$ cat src/rtl/wto_pkg.sv
// Shared types and constants for the wheel-tick odometry block.
// Used by the interfaces, controller, datapath and top level; depends on nothing.
package wto_pkg;

  // Configuration port widths and register indexes
  localparam int CfgIdxW  = 3;
  localparam int CfgDataW = 24;

  localparam logic [CfgIdxW-1:0] CFG_LEFT_STEP_LENGTH  = 3'd0;
  localparam logic [CfgIdxW-1:0] CFG_RIGHT_STEP_LENGTH = 3'd1;
  localparam logic [CfgIdxW-1:0] CFG_LEFT_STEP_TURN    = 3'd2;
  localparam logic [CfgIdxW-1:0] CFG_RIGHT_STEP_TURN   = 3'd3;

  localparam int LenW     = 24;
  localparam int TurnW    = 14;
  localparam int PosW     = 32;
  localparam int HeadingW = 16;

  // CORDIC vector registers (Q30) and start gain
  localparam int TrigW = 33;
  localparam logic signed [TrigW-1:0] GainQ30 = 33'sd652032874;

  // len * trig product and its rounding to Q16.16
  localparam int ProdW    = 58;
  localparam int RoundPos = 30;

  localparam int AtanIdxW = 5;

  // Arctangent of 2^-i in units of 2^-32 turn
  function automatic logic [31:0] atan_turn32(input logic [AtanIdxW-1:0] idx);
    logic [31:0] a;
    unique case (idx)
      5'd0:    a = 32'd536870912;
      5'd1:    a = 32'd316933406;
      5'd2:    a = 32'd167458907;
      5'd3:    a = 32'd85004756;
      5'd4:    a = 32'd42667331;
      5'd5:    a = 32'd21354465;
      5'd6:    a = 32'd10679838;
      5'd7:    a = 32'd5340245;
      5'd8:    a = 32'd2670163;
      5'd9:    a = 32'd1335087;
      5'd10:   a = 32'd667544;
      5'd11:   a = 32'd333772;
      5'd12:   a = 32'd166886;
      5'd13:   a = 32'd83443;
      5'd14:   a = 32'd41722;
      5'd15:   a = 32'd20861;
      5'd16:   a = 32'd10430;
      5'd17:   a = 32'd5215;
      5'd18:   a = 32'd2608;
      5'd19:   a = 32'd1304;
      5'd20:   a = 32'd652;
      5'd21:   a = 32'd326;
      5'd22:   a = 32'd163;
      5'd23:   a = 32'd81;
      default: a = 32'd0;
    endcase
    return a;
  endfunction

  // Controller to datapath commands
  typedef enum logic [2:0] {
    OP_NONE,
    OP_START,
    OP_STEP,
    OP_MUL_X,
    OP_MUL_Y,
    OP_COMMIT
  } dp_op_t;

  typedef struct packed {
    dp_op_t op;
  } dp_cmd_t;

  typedef struct packed {
    logic last_step;
  } dp_status_t;

endpackage

$ cat src/rtl/wto_ctrl.sv
// Sequencer for one tick: accept, CORDIC iterations, two multiplies, commit.
// Depends on wto_pkg for the command and status structs.
module wto_ctrl (
  input  logic                clk,
  input  logic                rst,
  input  logic                in_valid,
  output logic                in_ready,
  output logic                out_valid,
  input  logic                out_ready,
  output wto_pkg::dp_cmd_t    cmd,
  input  wto_pkg::dp_status_t status
);
  import wto_pkg::*;

  typedef enum logic [2:0] {
    S_IDLE,
    S_ITER,
    S_MUL_X,
    S_MUL_Y,
    S_FINISH
  } state_t;

  state_t state;
  state_t state_next;
  logic   commit;

  assign in_ready = (state == S_IDLE);
  assign commit   = (state == S_FINISH) && (!out_valid || out_ready);

  always_comb begin
    state_next = state;
    cmd.op     = OP_NONE;
    unique case (state)
      S_IDLE: begin
        if (in_valid) begin
          cmd.op     = OP_START;
          state_next = S_ITER;
        end
      end
      S_ITER: begin
        cmd.op = OP_STEP;
        if (status.last_step) begin
          state_next = S_MUL_X;
        end
      end
      S_MUL_X: begin
        cmd.op     = OP_MUL_X;
        state_next = S_MUL_Y;
      end
      S_MUL_Y: begin
        cmd.op     = OP_MUL_Y;
        state_next = S_FINISH;
      end
      S_FINISH: begin
        // hold until the output register is free
        if (commit) begin
          cmd.op     = OP_COMMIT;
          state_next = S_IDLE;
        end
      end
      default: begin
        state_next = S_IDLE;
      end
    endcase
  end

  always_ff @(posedge clk) begin
    if (rst) begin
      state     <= S_IDLE;
      out_valid <= 1'b0;
    end else begin
      state <= state_next;
      priority if (commit) begin
        out_valid <= 1'b1;
      end else if (out_ready) begin
        out_valid <= 1'b0;
      end else begin
        out_valid <= out_valid;
      end
    end
  end

endmodule

$ cat config.mk
export PLATFORM = sky130hd
export DESIGN_NAME = wto_ctrl
export DESIGN_NICKNAME = d
export VERILOG_FILES = /design/src/rtl/wto_pkg.sv /design/src/rtl/wto_ctrl.sv
export SDC_FILE = /design/constraint.sdc
export NUM_CORES = 1
export LEC_CHECK = 0
export ABC_AREA = 1
export BUFFER_PORTS_ARGS = -buffer_cell sky130_fd_sc_hd__buf_2
export CORE_AREA = 5 5 42 44
export DETAILED_ROUTE_END_ITERATION = 16
export DIE_AREA = 0 0 47 49
export PLACE_DENSITY_LB_ADDON = 0.12
export SKIP_LAST_GASP = 1
export SYNTH_ARGS = -nofsm -noshare
export SYNTH_HDL_FRONTEND = slang
export SYNTH_SLANG_ARGS = --single-unit
$ cat constraint.sdc
create_clock -name clk -period 0.8 [get_ports clk]
set_input_delay 0.12 -clock clk [delete_from_list [all_inputs] [get_ports clk]]
set_output_delay 0.12 -clock clk [all_outputs]
set_load 0.05 [all_outputs]
== Word-level counts from Yosys, hierarchy flattened ==
Index checks and enable logic that the tools add are counted.

* Flip-flop bits (word level): 4
* Latch bits: 0
* Bits in writable memories: 0
* ROM bits: 0
* Bits of input ports: 5
* Output and inout port bits: 5
* Word-level logic and storage cells: 24
* Memories: 0

* $add $sub $neg: 0
* $mul: 0
* Div/mod/pow operators: 0
* Order comparisons: 0
* Equal/unequal tests: 7
* Shifts and indexed selects: 0
* Mux-type cells: 9
* Bitwise operators: 0
* Reductions and logical operators: 6

{| class="wikitable"
|+ Operators with widths
! cell !! number
|-
| one-hot mux 3 bit (5 select lines) || 2
|-
| two-way mux 3 bit || 4
|-
| == test 3 x 2 -> 1 bit (second input constant) || 2
|-
| inequality test 2 bit (second input constant) || 3
|-
| == test 3 x 1 -> 1 bit (second input constant) || 1
|-
| == test 3 bit (second input constant) || 1
|-
| logical NOT 3 bit || 1
|-
| two-way mux 1 bit || 3
|-
| AND reduction 3 bit || 1
|-
| nonzero test 2 bit || 1
|-
| logical AND 1 bit || 1
|-
| logical NOT 1 bit || 1
|-
| logical OR 1 bit || 1
|}

== Logic depth before layout (Yosys ltp) ==
* Depth after elaboration: 5
* Depth in mapped cells: 6
* Gate-level depth less buffers: 6

== Worst setup path before layout ==
OpenSTA, ideal clock, no wires.

* Path kind: register to output
* Start point: register state[0]
* End point: output port in_ready
* Arrival: 1421 ps
* Data required time: 680 ps
* Path slack: -741 ps
* Stages on the path, launching flop included: 2
* Path buffers: 0
* Cell sequence: dfxtp_1 nor3_1

* Longest elaborated chain between the ends: 1

{| class="wikitable"
|+ RTL lines
! what !! line !! text
|-
| from (decl) || wto_ctrl.sv:23 || <nowiki>state_t state;</nowiki>
|-
| from (signal assigned) || wto_ctrl.sv:72 || <nowiki>state <= state_next;</nowiki>
|-
| logical NOT 3 bit || wto_ctrl.sv:27 || <nowiki>assign in_ready = (state == S_IDLE);</nowiki>
|-
| to (decl) || wto_ctrl.sv:7 || <nowiki>output logic in_ready,</nowiki>
|}

Every way passes these cells.

== Worst setup path after layout ==
* Start point: register state[2]
* End point: output port in_ready

The elaborated chain is that of the path after synthesis.

==> results.sh <==
export IMPL_cp_arrival_ns=1.07
export IMPL_root_buffer="clkbuf_4"
export IMPL_fin_nets=64
export IMPL_ant_nets=0
export IMPL_worst_slew_pin_slew_ns=0.1928
export IMPL_synth_main_ff_cell="dfxtp_1"
export IMPL_die_area_um2=2303
export IMPL_yosys_top_cells_count="5 x inv_1, 5 x nand2_1, 4 x dfxtp_1, 4 x nand3_1"
export IMPL_die_h_um=49
export IMPL_drv_cap=0
export IMPL_cellPowerDensity_nw_per_um2=1509
export IMPL_min_path_type="in -> reg"
export IMPL_power_leakage_nw=0.2390
export IMPL_place_area_um2=397.9
export IMPL_overflow=0
export IMPL_rsz0062_at_grt="yes"
export IMPL_ioPinCount=10
export IMPL_cts_buffer_depth=2
export IMPL_timing_final_setup_violations=9
export IMPL_cpMostUsedCell="buf_6"
export IMPL_areaGrowthSynthToFinish_pct=159.8
export IMPL_crit_path_cell_trace="buf_6 > nor3_4 > buf_6"
export IMPL_worstSetupStartpoint="state[2]"
export IMPL_hold_violations=0
export IMPL_ys_ff_latch=4
export IMPL_drc=0
export IMPL_holdPathStages=2
export IMPL_synth_compound_area_share_pct=9.467
export IMPL_drt_iter0_drc=4
export IMPL_hold_buffers=0
export IMPL_core_area_um2=1401
export IMPL_globalRouteTotalUtil_pct=7.108
export IMPL_nFillCells=149
export IMPL_hp_start="rst"
export IMPL_antenna_cells=0
export IMPL_first_pass_iters=2
export IMPL_fin_ws_ns=-0.3865
export IMPL_ctsHtreeMaxLevel=1
export IMPL_wl_per_cell_um=9.342
export IMPL_cp_slowest_cell="dfxtp_4"
export IMPL_tns_ns=-2.363
export IMPL_r2r_end="state[1]"
export IMPL_synth_distinct_cells=13
export IMPL_intPower_uw=538.7
export IMPL_finalCritPeriodShare_pct=148.3
export IMPL_drive_above_1_share_pct=87.72
export IMPL_synth_xor_xnor_area_share_pct=0
export IMPL_netlist_area_um2=211.5
export IMPL_cts_tree="done"
export IMPL_ys_seq_area_share_pct=37.87
export IMPL_synth_async_reset_ratio_pct=0
export IMPL_viasPerCell=3.959
export IMPL_hold_end="state[2]"
export IMPL_crit_type="reg -> out"
export IMPL_max_stage_delay_ns=0.36
export IMPL_synth_top_area_share_pct=37.87
export IMPL_synthAdderAreaFrac_pct=0
export IMPL_ir_drop_mv=0.7856
export IMPL_synthSimpleGateAreaFrac_pct=40.24
export IMPL_design_area_um2=549.3
export IMPL_ff2ff_path_depth=6
export IMPL_skew_ns=0.007559
export IMPL_status="finished, violations left"
export IMPL_synth_area_top_cells="dfxtp_1 38%, nand3_1 9.5%, inv_1 8.9%"
export IMPL_grt_max_degree=6
export IMPL_reg2reg_setup_slack_ns=-0.27
export IMPL_cp_max_fo=5
export IMPL_fmax_mhz=842.8
export IMPL_switching_share_pct=35.01
export IMPL_yosys_warnings=0
export IMPL_place_gp_congestion=0.6679
export IMPL_synthCells=32
export IMPL_power_frac_clock_pct=30.4
export IMPL_cts_sinks=4
export IMPL_slew_viol_final=0
export IMPL_antenna_found_initial=0
export IMPL_grt_pass1_wl_mm=1.138
export IMPL_p_sw_uw=290.2
export IMPL_cts_buffers=3
export IMPL_clk_pin_slew_ns=0.04
export IMPL_row_count=14
export IMPL_drt_total_wl_um=682
export IMPL_period_needed_ns=1.186
export IMPL_synth_nets=37
export IMPL_p_seq_share_pct=26.9
export IMPL_grt_pass1_vias=291
export IMPL_r2r_start="state[0]"
export IMPL_start_util_pct=15.09
export IMPL_synth_edf_count=0
export IMPL_endpoint_kind="primary output"
export IMPL_io_buffers=9
export IMPL_die_w_um=47
export IMPL_synth_top_family_by_area="simple AND/OR/NAND/NOR gates"
export IMPL_violations="negative setup slack"
export IMPL_synth_top_area_cell="dfxtp_1"
export IMPL_dr_total_vias=289
export IMPL_p_comb_share_pct=42.7
export IMPL_crit_path_start_kind="flop"
export IMPL_synth_area_mux_share_pct=0
export IMPL_postSynthAreaPerCell_um2=6.608
export IMPL_required_ns=0.68
export IMPL_relSlewSlack_pct=87.14
export IMPL_clk_latency_ns=0.24
==> power groups by stage <==
stage | clock network (mW) | registers [mW] | logic, mW
after floorplan | 0 | 0.226 | 0.171
after global placement | 0 | 0.222 | 0.271
after detailed placement | 0 | 0.222 | 0.270
after CTS | 0.261 | 0.223 | 0.337
after global routing | 0.279 | 0.226 | 0.377
final | 0.252 | 0.223 | 0.354
==> registers in the layout, indices dropped and copies added, names as in the netlist <==
| register | flops |
|---|---|
| state | 3 |
| out_valid | 1 |
==> cell type report <==
class | count | area [um^2] | area share [%]
clock buffer | 3 | 22.52 | 4.100
timing repair buffer | 22 | 192.7 | 35.08
tap | 16 | 20.02 | 3.645
multi-input combinational | 21 | 192.7 | 35.08
inverter | 7 | 26.28 | 4.784
sequential | 4 | 95.09 | 17.31
==> timing repair <==
action | 4_1_cts | 5_1_grt
gates resized for setup | 31 | 2
pin swaps | 2 | 3
endpoints found under the setup margin | 9 | 9
buffers inserted | 1 | 2
==> layer usage <==
metal	routed length (um)	global-route usage (%)
met1	266	8.553
met2	377	8.597
met4	0	6.912
met3	38	3.321
met5	0	0
==> worst max-delay path, delay by kind of cell (launching register included) <==
kind	cells	cell delay, ns
flip-flops	1	0.36
buffers and inverters	2	0.29
AND/OR/NAND/NOR	1	0.17
==> how the worst max path moves through the flow <==
stage	to	depth (start not counted)	slack, ns
2_1_floorplan	state[1]	6	-0.20
5_1_grt	cmd[1]	5	-0.44
3_3_place_gp	cmd[0]	4	-0.31
4_1_cts	in_ready	3	-0.39
3_5_place_dp	cmd[0]	4	-0.30
6_report	in_ready	3	-0.39
==> logic make-up after synthesis <==
| logic type | count (synthesis) |
|---|---|
| flops | 4 |
| buf+inv | 7 |
| compound gates | 4 |
| simple gates | 17 |
==> cells in the final DEF, fill, tap and decap left out <==
cell,n
nor2_2,1
buf_8,3
nor3_2,1
inv_2,5
nor2_4,3
inv_1,2
nor3_4,1
nand2_4,3
nand2_1,1
nand2_2,2
dfxtp_4,4
o21ai_2,1
a21oi_2,2
nand3_4,1
buf_4,11
nand3_1,2
buf_6,4
a21oi_1,1
nand3b_1,1
buf_2,4
nand3_2,1
clkbuf_4,3
==> through the flow <==
| step | instances | power, mW | hold slack, ns | setup slack (ns) | util (%) |
|---|---|---|---|---|---|
| 4_1_cts | 71 | 0.8207 | 0.1038 | -0.3924 | 37.50 |
| 3_5_place_dp | 67 | 0.4918 | 0.3457 | -0.3028 | 28.39 |
| 2_1_floorplan | 32 | 0.3968 | 0.1794 | -0.2035 | - |
| 5_1_grt | 73 | 0.8812 | 0.1098 | -0.4425 | 39.20 |
| 6_report | 73 | 0.8290 | 0.1066 | -0.3865 | 39.20 |
| 3_3_place_gp | 67 | 0.4932 | 0.3365 | -0.3129 | 28.39 |
No activity file was read; power rests on OpenSTA's default activity.
